===== src/cst_pkg.sv =====
`timescale 1ns / 1ps

package cst_pkg;

  localparam int unsigned CMD_W   = 3;
  localparam int unsigned MODE_W  = 2;
  localparam int unsigned SOCK_W  = 8;
  localparam int unsigned ID_W    = 16;
  localparam int unsigned COUNT_W = 7;

  // Raw command codes as they arrive on the input channel.
  typedef enum logic [CMD_W-1:0] {
    CMD_CREATE    = 3'd0,
    CMD_DELETE    = 3'd1,
    CMD_COUNT     = 3'd2,
    CMD_FIND_ID   = 3'd3,
    CMD_FIND_SOCK = 3'd4
  } cmd_e;

  // Classified operation handed from the front to the back.
  typedef enum logic [2:0] {
    OP_CREATE,
    OP_DELETE,
    OP_COUNT,
    OP_FIND_ID,
    OP_FIND_SOCK,
    OP_NONE
  } op_e;

  typedef struct packed {
    op_e               op;
    logic [MODE_W-1:0] mode;
    logic [SOCK_W-1:0] socket;
    logic [ID_W-1:0]   conn_id;
  } item_t;

endpackage


===== src/cst_front.sv =====
`timescale 1ns / 1ps

module cst_front import cst_pkg::*; (
  input  logic              in_valid_i,
  output logic              in_stall_o,
  input  logic [CMD_W-1:0]  command_i,
  input  logic [MODE_W-1:0] mode_i,
  input  logic [SOCK_W-1:0] socket_i,
  input  logic [ID_W-1:0]   conn_id_i,
  input  logic              full_i,
  output logic              push_o,
  output item_t             item_o
);

  op_e op;

  // Codes outside the defined set become a no-op that reports failure.
  always_comb begin
    unique case (command_i)
      CMD_CREATE:    op = OP_CREATE;
      CMD_DELETE:    op = OP_DELETE;
      CMD_COUNT:     op = OP_COUNT;
      CMD_FIND_ID:   op = OP_FIND_ID;
      CMD_FIND_SOCK: op = OP_FIND_SOCK;
      default:       op = OP_NONE;
    endcase
  end

  assign in_stall_o = full_i;
  assign push_o     = in_valid_i && !full_i;

  assign item_o.op      = op;
  assign item_o.mode    = mode_i;
  assign item_o.socket  = socket_i;
  assign item_o.conn_id = conn_id_i;

endmodule


===== src/cst_queue.sv =====
`timescale 1ns / 1ps

module cst_queue import cst_pkg::*; (
  input  logic  clk_i,
  input  logic  rst_ni,
  input  logic  push_i,
  input  item_t item_i,
  output logic  full_o,
  input  logic  pop_i,
  output item_t item_o,
  output logic  empty_o
);

  item_t       mem_q [2];
  logic        wr_ptr_q, wr_ptr_d;
  logic        rd_ptr_q, rd_ptr_d;
  logic [1:0]  fill_q, fill_d;

  assign full_o  = (fill_q == 2'd2);
  assign empty_o = (fill_q == 2'd0);
  assign item_o  = mem_q[rd_ptr_q];

  always_comb begin
    wr_ptr_d = wr_ptr_q;
    rd_ptr_d = rd_ptr_q;
    fill_d   = fill_q;
    if (push_i) begin
      wr_ptr_d = ~wr_ptr_q;
    end
    if (pop_i) begin
      rd_ptr_d = ~rd_ptr_q;
    end
    if (push_i && !pop_i) begin
      fill_d = fill_q + 2'd1;
    end else if (pop_i && !push_i) begin
      fill_d = fill_q - 2'd1;
    end
  end

  always_ff @(posedge clk_i or negedge rst_ni) begin
    if (!rst_ni) begin
      wr_ptr_q <= 1'b0;
      rd_ptr_q <= 1'b0;
      fill_q   <= 2'd0;
    end else begin
      wr_ptr_q <= wr_ptr_d;
      rd_ptr_q <= rd_ptr_d;
      fill_q   <= fill_d;
    end
  end

  always_ff @(posedge clk_i) begin
    if (push_i) begin
      mem_q[wr_ptr_q] <= item_i;
    end
  end

endmodule


===== src/cst_back.sv =====
`timescale 1ns / 1ps

module cst_back import cst_pkg::*; #(
  parameter int unsigned MAX_ENTRIES = 8
) (
  input  logic               clk_i,
  input  logic               rst_ni,
  input  item_t              item_i,
  input  logic               empty_i,
  output logic               pop_o,
  output logic               out_valid_o,
  input  logic               out_stall_i,
  output logic               status_o,
  output logic [ID_W-1:0]    found_id_o,
  output logic [SOCK_W-1:0]  found_socket_o,
  output logic [MODE_W-1:0]  found_mode_o,
  output logic [COUNT_W-1:0] live_count_o
);

  localparam int unsigned CNT_W = $clog2(MAX_ENTRIES + 1);

  // Slot storage. A slot is live when its bit in live_q is set; the payload
  // of a free slot is never looked at, so it needs no clearing.
  logic [MAX_ENTRIES-1:0] live_q;
  logic [ID_W-1:0]        id_q   [MAX_ENTRIES];
  logic [MODE_W-1:0]      mode_q [MAX_ENTRIES];
  logic [SOCK_W-1:0]      sock_q [MAX_ENTRIES];
  logic [ID_W-1:0]        next_id_q, next_id_d;
  logic [CNT_W-1:0]       cnt_q;

  logic [MAX_ENTRIES-1:0] free_vec, sock_hit, id_hit;
  logic [MAX_ENTRIES-1:0] first_free, first_sock, first_id;

  logic                   out_valid_q;
  logic                   status_q, status_d;
  logic [ID_W-1:0]        fid_q, fid_d;
  logic [SOCK_W-1:0]      fsock_q, fsock_d;
  logic [MODE_W-1:0]      fmode_q, fmode_d;
  logic [COUNT_W-1:0]     cnt_out_q, cnt_out_d;

  logic [ID_W-1:0]        sock_sel_id;
  logic [MODE_W-1:0]      sock_sel_mode;
  logic [SOCK_W-1:0]      id_sel_sock;
  logic [MODE_W-1:0]      id_sel_mode;

  logic do_create, do_delete;

  assign pop_o = !empty_i && (!out_valid_q || !out_stall_i);

  always_comb begin
    for (int i = 0; i < MAX_ENTRIES; i++) begin
      free_vec[i] = !live_q[i];
      sock_hit[i] = live_q[i] && (sock_q[i] == item_i.socket);
      id_hit[i]   = live_q[i] && (id_q[i] == item_i.conn_id);
    end
  end

  // Isolate the lowest set bit of each request vector.
  assign first_free = free_vec & (~free_vec + {{(MAX_ENTRIES-1){1'b0}}, 1'b1});
  assign first_sock = sock_hit & (~sock_hit + {{(MAX_ENTRIES-1){1'b0}}, 1'b1});
  assign first_id   = id_hit & (~id_hit + {{(MAX_ENTRIES-1){1'b0}}, 1'b1});

  // One-hot AND-OR selection of the matched slot's fields.
  always_comb begin
    sock_sel_id   = '0;
    sock_sel_mode = '0;
    id_sel_sock   = '0;
    id_sel_mode   = '0;
    for (int i = 0; i < MAX_ENTRIES; i++) begin
      sock_sel_id   = sock_sel_id   | (id_q[i]   & {ID_W{first_sock[i]}});
      sock_sel_mode = sock_sel_mode | (mode_q[i] & {MODE_W{first_sock[i]}});
      id_sel_sock   = id_sel_sock   | (sock_q[i] & {SOCK_W{first_id[i]}});
      id_sel_mode   = id_sel_mode   | (mode_q[i] & {MODE_W{first_id[i]}});
    end
  end

  assign do_create = pop_o && (item_i.op == OP_CREATE) && (|free_vec);
  assign do_delete = pop_o && (item_i.op == OP_DELETE) && (|sock_hit);

  // The id counter skips zero when it wraps.
  assign next_id_d = (next_id_q == {ID_W{1'b1}}) ? {{(ID_W-1){1'b0}}, 1'b1}
                                                 : next_id_q + {{(ID_W-1){1'b0}}, 1'b1};

  always_comb begin
    status_d  = 1'b1;
    fid_d     = '0;
    fsock_d   = '0;
    fmode_d   = '0;
    cnt_out_d = '0;
    case (item_i.op)
      OP_CREATE: begin
        if (|free_vec) begin
          status_d = 1'b0;
          fid_d    = next_id_q;
        end
      end
      OP_DELETE: begin
        status_d = !(|sock_hit);
      end
      OP_COUNT: begin
        status_d  = 1'b0;
        cnt_out_d = COUNT_W'(cnt_q);
      end
      OP_FIND_ID: begin
        if (|sock_hit) begin
          status_d = 1'b0;
          fid_d    = sock_sel_id;
          fmode_d  = sock_sel_mode;
        end
      end
      OP_FIND_SOCK: begin
        if (|id_hit) begin
          status_d = 1'b0;
          fsock_d  = id_sel_sock;
          fmode_d  = id_sel_mode;
        end
      end
      default: begin
        status_d = 1'b1;
      end
    endcase
  end

  always_ff @(posedge clk_i or negedge rst_ni) begin
    if (!rst_ni) begin
      live_q      <= '0;
      next_id_q   <= {{(ID_W-1){1'b0}}, 1'b1};
      cnt_q       <= '0;
      out_valid_q <= 1'b0;
    end else begin
      if (pop_o) begin
        out_valid_q <= 1'b1;
      end else if (!out_stall_i) begin
        out_valid_q <= 1'b0;
      end
      if (do_create) begin
        live_q    <= live_q | first_free;
        next_id_q <= next_id_d;
        cnt_q     <= cnt_q + CNT_W'(1);
      end else if (do_delete) begin
        live_q <= live_q & ~first_sock;
        cnt_q  <= cnt_q - CNT_W'(1);
      end
    end
  end

  always_ff @(posedge clk_i) begin
    if (do_create) begin
      for (int i = 0; i < MAX_ENTRIES; i++) begin
        if (first_free[i]) begin
          id_q[i]   <= next_id_q;
          mode_q[i] <= item_i.mode;
          sock_q[i] <= item_i.socket;
        end
      end
    end
    if (pop_o) begin
      status_q  <= status_d;
      fid_q     <= fid_d;
      fsock_q   <= fsock_d;
      fmode_q   <= fmode_d;
      cnt_out_q <= cnt_out_d;
    end
  end

  assign out_valid_o    = out_valid_q;
  assign status_o       = status_q;
  assign found_id_o     = fid_q;
  assign found_socket_o = fsock_q;
  assign found_mode_o   = fmode_q;
  assign live_count_o   = cnt_out_q;

endmodule


===== src/connection_slot_table.sv =====
`timescale 1ns / 1ps

// Connection slot table: MAX_ENTRIES slots (1 to 127) of id, mode and socket,
// held in flip-flops and searched in parallel. Create takes the lowest free
// slot and hands out the next id from a 16-bit counter that starts at 1 and
// skips 0 on wrap; delete frees the lowest live slot with a matching socket;
// count returns the number of live slots; the two lookups return the id or
// socket and the mode of the lowest live matching slot. Status is 0 on
// success and 1 when the table is full, nothing matches or the command code
// is undefined; fields that do not apply to a command read as 0. Each
// transaction produces exactly one result transaction. The block sustains one
// command per clock cycle while the output side is not stalled: the front
// decodes the command into a two-entry queue and the back executes one queued
// command per cycle against the table and registers its result. An accepted
// command waits in the queue while the output register holds a result that
// has not been taken, so a stall on the output side holds the queue. Reset
// empties the table at once; no clearing pass is needed.
module connection_slot_table import cst_pkg::*; #(
  parameter int unsigned MAX_ENTRIES = 8
) (
  input  logic               clk_i,
  input  logic               rst_ni,
  input  logic               in_valid_i,
  output logic               in_stall_o,
  input  logic [CMD_W-1:0]   command_i,
  input  logic [MODE_W-1:0]  mode_i,
  input  logic [SOCK_W-1:0]  socket_i,
  input  logic [ID_W-1:0]    conn_id_i,
  output logic               out_valid_o,
  input  logic               out_stall_i,
  output logic               status_o,
  output logic [ID_W-1:0]    found_id_o,
  output logic [SOCK_W-1:0]  found_socket_o,
  output logic [MODE_W-1:0]  found_mode_o,
  output logic [COUNT_W-1:0] live_count_o
);

  // Decoded command travelling from the front into the queue and back out.
  item_t push_item;
  item_t pop_item;
  logic  push;
  logic  pop;
  logic  full;
  logic  empty;

  // The front classifies each accepted transaction and stalls the input
  // whenever the queue is full.
  cst_front u_front (
    .in_valid_i (in_valid_i),
    .in_stall_o (in_stall_o),
    .command_i  (command_i),
    .mode_i     (mode_i),
    .socket_i   (socket_i),
    .conn_id_i  (conn_id_i),
    .full_i     (full),
    .push_o     (push),
    .item_o     (push_item)
  );

  // The queue lets the input keep flowing while a result waits on the output.
  cst_queue u_queue (
    .clk_i   (clk_i),
    .rst_ni  (rst_ni),
    .push_i  (push),
    .item_i  (push_item),
    .full_o  (full),
    .pop_i   (pop),
    .item_o  (pop_item),
    .empty_o (empty)
  );

  // The back owns the table, the id counter and the live count, and pops a
  // command whenever its output register is empty or being drained.
  cst_back #(
    .MAX_ENTRIES (MAX_ENTRIES)
  ) u_back (
    .clk_i          (clk_i),
    .rst_ni         (rst_ni),
    .item_i         (pop_item),
    .empty_i        (empty),
    .pop_o          (pop),
    .out_valid_o    (out_valid_o),
    .out_stall_i    (out_stall_i),
    .status_o       (status_o),
    .found_id_o     (found_id_o),
    .found_socket_o (found_socket_o),
    .found_mode_o   (found_mode_o),
    .live_count_o   (live_count_o)
  );

endmodule


===== config.mk =====
export PLATFORM = sky130hd
export DESIGN_NAME = connection_slot_table
export DESIGN_NICKNAME = d
export VERILOG_FILES = /design/src/cst_pkg.sv /design/src/cst_front.sv /design/src/cst_queue.sv /design/src/cst_back.sv /design/src/connection_slot_table.sv
export SDC_FILE = /design/constraint.sdc
export NUM_CORES = 1
export LEC_CHECK = 0
export BUFFER_PORTS_ARGS = -buffer_cell sky130_fd_sc_hd__buf_2
export CORE_MARGIN = 2
export CORE_UTILIZATION = 64
export CTS_BUF_LIST = sky130_fd_sc_hd__clkbuf_2
export DETAILED_ROUTE_END_ITERATION = 12
export PLACE_DENSITY = 0.84
export SKIP_CTS_REPAIR_TIMING = 1
export SYNTH_ARGS = -nofsm -noshare
export SYNTH_HDL_FRONTEND = slang
export SYNTH_HIERARCHICAL = 1
export SYNTH_SLANG_ARGS = --single-unit

===== constraint.sdc =====
create_clock -name clk_i -period 8.4 [get_ports clk_i]
set_input_delay 0.42 -clock clk_i [delete_from_list [all_inputs] [get_ports clk_i]]
set_output_delay 0.42 -clock clk_i [all_outputs]
set_load 0.01 [all_outputs]

==> flow_summary.toml, run 1 <==
[logic_synthesis]
synth_top_family_by_area = "XOR/XNOR gates"
async_flop_share = 0.1000
yosys_warnings = 6
synth_top_area_cell = "edfxtp_1"
syn_area_per_cell_um2 = 13.43
synth_top_area_frac = 0.5705
netlist_instances = 1164
synth-simple-area-share = 0.1035
ys_types = 67
ys_seq_area_frac = 0.6234
synth_flop_cell = "edfxtp_1"
synth-xor-area-share = 0.1171
ys_ff_latch = 330
synthAdderAreaFrac = 0.004482
synth_area_leaders = "edfxtp_1 57%, xnor2_1 7.7%, dfrtp_1 5.1%"
syn_area_mm2 = 0.01563
synth_mux_area_frac = 0.03001
synth_edf_count = 297
synth_compound_area_frac = 0.08155

[critical_path]
rr_worst_depth = 8
cp.required_ns = 8.93
cp_top_family = "simple AND/OR/NAND/NOR gates"
timing.critical_path.from = "u_queue/rd_ptr_q$_DFFE_PN0P_"
critPathBufInv = 2
startpoint_type = "flop"
path_cells = "mux2_4, a2111oi_4, and2_1, inv_4, nor3_1, nand2_1, nor2_2, buf_4"
cp_slowest_cell = "a2111oi_4"
cp_max_fo = 30
r2r_start = "u_queue/rd_ptr_q$_DFFE_PN0P_"
cp-end-kind = "flop"
worstReg2RegEnd = "u_back/mode_q[1][5]$_DFFE_PP_"
slowest_delay_ns = 1.14
critical_path_class = "reg -> reg"
r2r_setup_slack_ns = 3.13
arrival_ns = 5.79

[timing]
fin_hold_ws_ns = 0.1785
drv_slew = 0
hold_viol = 0
period_share = 0.6269
rsz0062_at_grt = "no"
clock.fmax_mhz = 189.9
finalWorstSetupSlack_ns = 3.134
worst_clock_skew_ns = 0.06800
setup_viol = 0
period_needed_ns = 5.266
slew_headroom = 0.1226
setup_tns_ns = 0
worstMarginPinSlew_ns = 1.316

[power]
p_per_area_mw_per_mm2 = 268.0
power_leakage_nw = 6.214
max-vdd-ir-drop_v = 0.0001946

[die]
io_pins = 69
design.die.area_mm2 = 0.02569
row_count = 57
die_w_um = 160.3
start_util = 0.6466
coreArea_mm2 = 0.02418
fp.dieH_um = 160.3

[drt]
wl_um = 38100
drt-initial-drc-count = 1143
ant_nets = 0
drc = 0
vias = 10460
avgRoutedWirePerCell_um = 22.88
vias_per_cell = 6.280
firstDrtPassIters = 5

[job]
max-cap-violations = 0

[cts]
htree_levels = 3
cts_root_buf = "clkbuf_2"
clock_latency_ns = 0.88
cts.sinks = 330
numCtsBuffers = 80
tritoncts = "built"
clockBufferDepth = 3
clk_pin_slew_ns = 0.11

[final_layout]
area_growth_pct = 9.556
fin_area_mm2 = 0.01713
drive_gt1_frac = 0.2022
fin_nets = 1314
n_fill_cell = 1594

[global_route]
overflow = 0
grt_pass1_vias = 10260
track_usage = 0.2923
grt_pass1_wl_um = 57240
grt_max_degree = 37
antenna_found_initial = 1

[placed_design]
port_buffers = 65
place_ws_ns = 3.299
place_hpwl_um = 25300
place_area_mm2 = 0.01603
gp_congestion = 0.8936

[outcome]
status = "finished, final reports clean"

[min_path]
hp-class = "in -> async"
-- synth_stat cells, types with 11 or more instances --
cell type  count
nand3_1       60
a31oi_1       11
buf_2         18
nor3_1        19
a22o_1        25
edfxtp_1     297
dfrtp_1       32
xnor2_1      138
xor2_1        71
clkbuf_1      21
a221oi_1      34
inv_1         11
a21oi_1       52
and2_1        15
nand4_1       34
nand2_1       89
nor2_1        37
nor4_1        20
buf_4         48
mux2_4        29
-- sequential cells by signal, indices dropped and copies added (netlist names) --
name and flops:
u_back/found_id_o 16, u_back/found_socket_o 8, u_back/sock_q 64, u_queue/mem_q 58
u_back/next_id_q 16, u_back/cnt_q 4, u_back/live_q 8, u_queue/fill_q 2
u_back/mode_q 16, u_queue/rd_ptr_q 1, u_back/status_o 1, u_queue/wr_ptr_q 1
u_back/found_mode_o 2, u_back/id_q 128, u_back/live_count_o 4, u_back/out_valid_o 1
-- metal layers --
layer	track usage	share of wire	up-vias
met3	0.06612	0.11	82
met2	0.4656	0.48	707
met5	0	0	-
met4	0.1081	0.025	0
li1	-	-	4625
met1	0.4004	0.38	5042
-- cell type report --
cell class                      instances  area, um2  share of cell area
Antenna cell                            1      2.502           0.0001461
Clock buffer                          116      580.6             0.03390
Clock inverter                         30      181.4             0.01059
Inverter                               12      47.55            0.002776
Multi-Input combinational cell        733       5350              0.3124
Sequential cell                       330       9747              0.5691
Tap cell                              324      405.4             0.02367
Timing Repair Buffer                  119      813.3             0.04748
-- power by group --
part           switching [mW]  leakage [nW]  internal, mW
clock                   0.645         0.568         0.437
sequential              0.162          3.31          2.06
combinational           0.775          2.33         0.514
-- cell usage in the layout, fill, tap and decap left out, types with 5 or more instances in the layout --
master / synthesis / routed
nor2_1: 37 / 33
buf_2: 18 / 65
xor2_1: 71 / 71
a22oi_1: 10 / 10
a21oi_1: 52 / 51
a211oi_1: 6 / 6
buf_4: 48 / 21
or3_1: 7 / 7
clkbuf_2: 0 / 116
nor3_2: 1 / 5
nor3_1: 19 / 15
a22o_1: 25 / 25
o21ai_0: 7 / 7
dlygate4sd3_1: 0 / 33
nand3_1: 60 / 60
edfxtp_1: 297 / 297
nor4_1: 20 / 18
a221oi_1: 34 / 34
nand2_1: 89 / 89
clkinv_1: 0 / 21
inv_1: 11 / 11
dfrtp_1: 32 / 31
xnor2_1: 138 / 138
and3_1: 7 / 7
mux2_4: 29 / 29
nand4_1: 34 / 34
a31oi_1: 11 / 11
and2_1: 15 / 15
-- worst max path at each step --
stage	endpoint	slack [ns]	depth (start not counted)
after floorplan	u_back/id_q[1][16]$_DFFE_PP_	2.48	7
after detailed placement	u_back/sock_q[1][19]$_DFFE_PP_	3.30	8
after global routing	u_back/mode_q[1][5]$_DFFE_PP_	2.91	8
final	u_back/mode_q[1][5]$_DFFE_PP_	3.13	8
after global placement	u_back/sock_q[1][23]$_DFFE_PP_	3.47	8
after CTS	u_back/mode_q[1][5]$_DFFE_PP_	3.25	8
-- logic make-up after synthesis --
family / count (synthesis)
DFF: 330
and+or+nand+nor: 310
xor gates and xnor gates: 209
AOI/OAI and AO/OA: 174
buffers and inverters: 103
muxes: 32
adders and majority gates: 5
other: 1
-- stage by stage --
stage | instances | power, mW | utilization
CTS | 1631 | 4.571 | 0.6947
floorplan | 1166 | 3.189 | -
global placement | 1485 | 3.457 | 0.6631
finish | 1665 | 4.590 | 0.7084
detailed placement | 1485 | 3.507 | 0.6631
global route | 1665 | 4.800 | 0.7084
Note: power is estimated with default switching activity, not from simulation.
==> run 2: changes to the inputs <==
Settings changed: CORE_UTILIZATION 64 to 58, PLACE_DENSITY 0.84 to 0.81.
Clock period 8.4 ns to 4.6 ns, I/O delays scaled along.
==> run 2 against run 1 <==
Combinational power grew 93%. Clock-buffer cell count grew 11. Maximum frequency grew 19%. Via count grew 2.2%.
==> flow_summary.toml, run 2 (synthesized netlist as in run 1, its figures left out) <==
[outcome]
status = "finished, final reports clean"

[min_path]
min_from = "conn_id_i[6]"
hp-class = "in -> reg"

[job]
max-cap-violations = 0

[final_layout]
drive_gt1_frac = 0.2147
layout_commonest_cell = "edfxtp_1"
fin_cells = 1707
regMostFlops = "u_back/id_q"
area_growth_pct = 11.08
reg.largest.list = "u_back/id_q: 128 flops, u_back/sock_q: 64 flops, u_queue/mem_q: 58 flops"
largest_register_ffs = 128
layout_common_cells = "297 x edfxtp_1, 138 x xnor2_1, 127 x clkbuf_2"
fin_nets = 1336

[timing]
worstMarginPinSlew_ns = 1.017
slew_headroom = 0.3199
period_share = 0.9583
rsz0062_at_grt = "no"
setup_tns_ns = 0
worst_clock_skew_ns = 0.1169
drv_slew = 0
hold_viol = 0
clock.fmax_mhz = 226.9
setup_viol = 0
period_needed_ns = 4.408

[critical_path]
startpoint_type = "flop"
slowest_delay_ns = 0.68
cp_top_family = "simple AND/OR/NAND/NOR gates"
critical_path_class = "reg -> reg"
critPathBufInv = 1
path_cells = "buf_4, mux2_4, xor2_1, nor4_1, nand4_1, nor2_1, mux2_2, a22o_1, a2111oi_0, o2bb2ai_1"
arrival_ns = 4.95
r2r_start = "u_queue/rd_ptr_q$_DFFE_PN0P_"
cp-end-kind = "flop"
cp.required_ns = 5.14
cp_max_fo = 22
timing.critical_path.from = "u_queue/rd_ptr_q$_DFFE_PN0P_"
cp_slowest_cell = "nor4_1"

[die]
io_pins = 69
start_util = 0.5850
coreArea_mm2 = 0.02673
die_w_um = 168.2
design.die.area_mm2 = 0.02828
fp.dieH_um = 168.2
row_count = 60

[placed_design]
gp_congestion = 1.005
dp.cells = 1514
place_hpwl_um = 27580
port_buffers = 65

[cts]
numCtsBuffers = 85
cts_root_buf = "clkbuf_2"
tritoncts = "built"
clockBufferDepth = 3
htree_levels = 3
clock_latency_ns = 0.91
cts.sinks = 330
clk_pin_slew_ns = 0.11

[drt]
ant_nets = 0
drt-initial-drc-count = 1388
drc = 0
firstDrtPassIters = 6
vias = 10680
wl_um = 40850
vias_per_cell = 6.259
avgRoutedWirePerCell_um = 23.93

[global_route]
grt_max_degree = 36
grt_pass1_vias = 10280
antenna_found_initial = 1
grt_pass1_wl_um = 60260
track_usage = 0.2829
overflow = 0

[power]
p_per_area_mw_per_mm2 = 487.1
max-vdd-ir-drop_v = 0.0003616
power_leakage_nw = 6.343
run 2: changes by cell type in the layout (fill, tap and decap cells not counted), moves of 3 or more:
cell and change:
nor4_2 -3, clkinv_1 -3, dlygate4sd3_1 +5, buf_12 +4
clkbuf_2 +11, buf_4 +8
run 2: power breakdown:
part	internal, mW	total, mW	switching [mW]
registers	3.76	4.01	0.252
logic	0.955	2.49	1.54
clock network	0.749	1.96	1.21
total	5.46	8.46	3.00
run 2: per-stage QoR:
| step | instance area, um2 | setup WS (ns) | utilization | hold slack [ns] | power (mW) |
|---|---|---|---|---|---|
| 6_report | 17370 | 0.1918 | 0.6498 | 0.07620 | 8.459 |
| 3_3_place_gp | 16220 | 0.3708 | 0.6068 | 0.3866 | 6.417 |
| 4_1_cts | 16980 | 0.2937 | 0.6355 | -0.5998 | 8.429 |
| 3_5_place_dp | 16220 | 0.3654 | 0.6068 | 0.3798 | 6.472 |
| 2_1_floorplan | 15660 | 0.2158 | - | -0.06559 | 5.825 |
| 5_1_grt | 17370 | 0.02157 | 0.6498 | 0.004864 | 8.835 |
run 2: path summary, 6_finish.rpt:
kind,end,slack (ns),depth (start not counted)
max,u_back/found_mode_o[0]$_DFFE_PP_,0.19,10
min,u_queue/mem_q[0][6]$_DFFE_PP_,0.08,2
max reg2reg,u_back/found_mode_o[0]$_DFFE_PP_,0.19,10
min reg2reg,u_back/cnt_q[3]$_DFFE_PN0P_,0.49,1
max in group asynchronous,u_back/out_valid_o$_DFFE_PN0P_,2.58,4
min in group asynchronous,u_back/next_id_q[1]$_DFFE_PN0P_,0.45,3
run 2: routing by layer:
layer	share of wire	vias up	routed length, um	GRT usage
met5	0	-	0	0
met4	0.033	0	1364	0.1034
met3	0.13	120	5331	0.08674
met2	0.44	790	17990	0.4192
met1	0.40	5117	16170	0.3989
li1	-	4657	-	-
run 2: layout make-up:
class	instances	area [um2]
flip-flops and latches	330	9747
fillers	1986	9359
multi-input cells	733	5374
repair buffers	136	1003
clock buffers	127	635.6
well taps	341	426.7
clock inverters	27	130.1
inverters	12	47.55
diodes	1	2.502
==> run 3: changes to the inputs <==
Settings changed: BUFFER_PORTS_ARGS -buffer_cell sky130_fd_sc_hd__buf_2 to unset, CORE_UTILIZATION 58 to 65, DONT_BUFFER_PORTS set to 1, PLACE_DENSITY 0.81 to 0.83.
Clock period 4.6 ns to 4.1 ns, I/O delays scaled along.
==> run 3 against run 2 <==
Non-clock buffer count shrank 31. Maximum frequency grew 12%. Global-route usage grew 2.7 points. Setup slack lost 0.013 ns. Sequential power grew 15%. Clock skew shrank 0.052 ns. Via count grew 0.51%. Sequential share of layout area shrank 0.099 points. Critical path depth is the same. Utilization grew 8.9 points. Largest power group unchanged. Cell count shrank 3.2%. Die area shrank 11%.
==> flow_summary.toml, run 3 (synthesized netlist as in run 1, its figures left out) <==
[cts]
cts.sinks = 330
clockBufferDepth = 3
cts_root_buf = "clkbuf_2"
tritoncts = "built"
clk_pin_slew_ns = 0.10
numCtsBuffers = 82
htree_levels = 3
clock_latency_ns = 0.90

[timing]
drv_slew = 0
clock.fmax_mhz = 255.0
worst_clock_skew_ns = 0.06470
finalWorstSetupSlack_ns = 0.1788
rsz0062_at_grt = "no"
setup_viol = 0
period_needed_ns = 3.921
period_share = 0.9564
fin_hold_ws_ns = 0.06112
slew_headroom = 0.4379
hold_viol = 0
setup_tns_ns = 0
worstMarginPinSlew_ns = 0.8362

[global_route]
antenna_found_initial = 2
grt_pass1_wl_um = 59400
grt_max_degree = 36
grt_pass1_vias = 10250
track_usage = 0.3101
overflow = 0

[critical_path]
worst-path-stages = 10
r2r_start = "u_queue/rd_ptr_q$_DFFE_PN0P_"
critical_path_class = "reg -> reg"
arrival_ns = 4.64
timing.critical_path.from = "u_queue/rd_ptr_q$_DFFE_PN0P_"
path_cells = "mux2_4, xor2_1, nor4_1, buf_4, nand3_1, nand4_1, nand2b_1, and3_1, buf_4, a22o_1"
slowest_delay_ns = 0.68
cp.required_ns = 4.82
rr_worst_depth = 10
cp_slowest_cell = "and3_1"
startpoint_type = "flop"
cp_top_family = "simple AND/OR/NAND/NOR gates"
cp_max_fo = 19
crit_top_cell = "buf_4"
cp-end-kind = "flop"
critPathBufInv = 2

[outcome]
status = "finished, final reports clean"

[final_layout]
layout_commonest_cell = "edfxtp_1"
fin_area_mm2 = 0.01740
n_fill_cell = 1551
drive_gt1_frac = 0.1847
fin_cells = 1652
area_growth_pct = 11.31
reg.largest.list = "u_back/id_q: 128 flops, u_back/sock_q: 64 flops, u_queue/mem_q: 58 flops"
ff_latch_area_mm2 = 0.009749
multi_input_area_mm2 = 0.005393
fin_nets = 1302
regMostFlops = "u_back/id_q"
fin_util = 0.7392
largest_register_ffs = 128
layout_common_cells = "297 x edfxtp_1, 138 x xnor2_1, 127 x clkbuf_2"

[die]
start_util = 0.6641
row_count = 56
io_pins = 69
coreArea_mm2 = 0.02354
die_w_um = 159.1
design.die.area_mm2 = 0.02531
fp.dieH_um = 159.1

[drt]
avgRoutedWirePerCell_um = 24.77
firstDrtPassIters = 8
vias = 10740
drc = 0
drt-initial-drc-count = 1549
wl_um = 40910
vias_per_cell = 6.500
ant_nets = 0

[placed_design]
dp.cells = 1437
port_buffers = 0
place_area_mm2 = 0.01593
place_ws_ns = 0.01944
gp_congestion = 0.9980
place_hpwl_um = 26980

[power]
swShare = 0.3529
p_per_area_mw_per_mm2 = 553.0
p_total_mw = 9.623
p_int_mw = 6.227
max-vdd-ir-drop_v = 0.0005198
p_clk_frac = 0.243
power_leakage_nw = 6.252
p_sw_mw = 3.396
p_seq_frac = 0.479
combPwrFrac = 0.278

[min_path]
min_from = "command_i[2]"
min_path_cells = 1
hp-class = "in -> reg"

[job]
max-cap-violations = 0
-- run 3: changes by cell type in the layout (fill, tap and decap cells not counted), sizes merged --
| cell | delta |
|---|---|
| buf | -53 |
| clkinvlp | +1 |
| clkinv | -7 |
| inv | +2 |
| dlygate4sd3 | +22 |
| bufinv | +2 |
-- run 3: area by class of cell --
| cell class | count | share of cell area |
|---|---|---|
| Antenna cell | 1 | 0.0001438 |
| Clock buffer | 127 | 0.03653 |
| Clock inverter | 25 | 0.009994 |
| Inverter | 12 | 0.002732 |
| Multi-Input combinational cell | 733 | 0.3099 |
| Sequential cell | 330 | 0.5603 |
| Tap cell | 319 | 0.02294 |
| Timing Repair Buffer | 105 | 0.05752 |
-- run 3: worst reg2reg max path, delay by kind of cell, from the launching register on --
family	cells	cell delay, ns
flops	1	0.66
mux	1	0.45
simple gates	5	1.85
compound gates	1	0.13
buf+inv	2	0.47
xor+xnor	1	0.21
-- run 3: path summary, 6_finish.rpt --
path | end | slack, ns
setup / recovery | u_back/found_id_o[2]$_DFFE_PP_ | 0.18
hold / removal | u_queue/mem_q[1][28]$_DFFE_PP_ | 0.06
setup reg to reg | u_back/found_id_o[2]$_DFFE_PP_ | 0.18
hold reg to reg | u_back/cnt_q[3]$_DFFE_PN0P_ | 0.49
max in group asynchronous | u_back/next_id_q[0]$_DFFE_PN1P_ | 3.40
min in group asynchronous | u_back/cnt_q[0]$_DFFE_PN0P_ | 0.46
-- run 3: power groups by stage --
stage	Sequential [mW]	Clock, mW	Combinational (mW)
final	4.61	2.34	2.68
after CTS	4.59	2.36	2.54
after floorplan	4.51	0	2.03
after global placement	4.66	0	2.45
after detailed placement	4.66	0	2.52
after global routing	4.64	2.56	2.84
-- run 3: layer usage --
metal | vias to the layer above | global-route usage | part of all wire
met4 | 2 | 0.1120 | 0.034
met5 | - | 0 | 0.0012
met1 | 5164 | 0.4328 | 0.37
met2 | 851 | 0.4595 | 0.45
li1 | 4598 | - | -
met3 | 123 | 0.1042 | 0.14
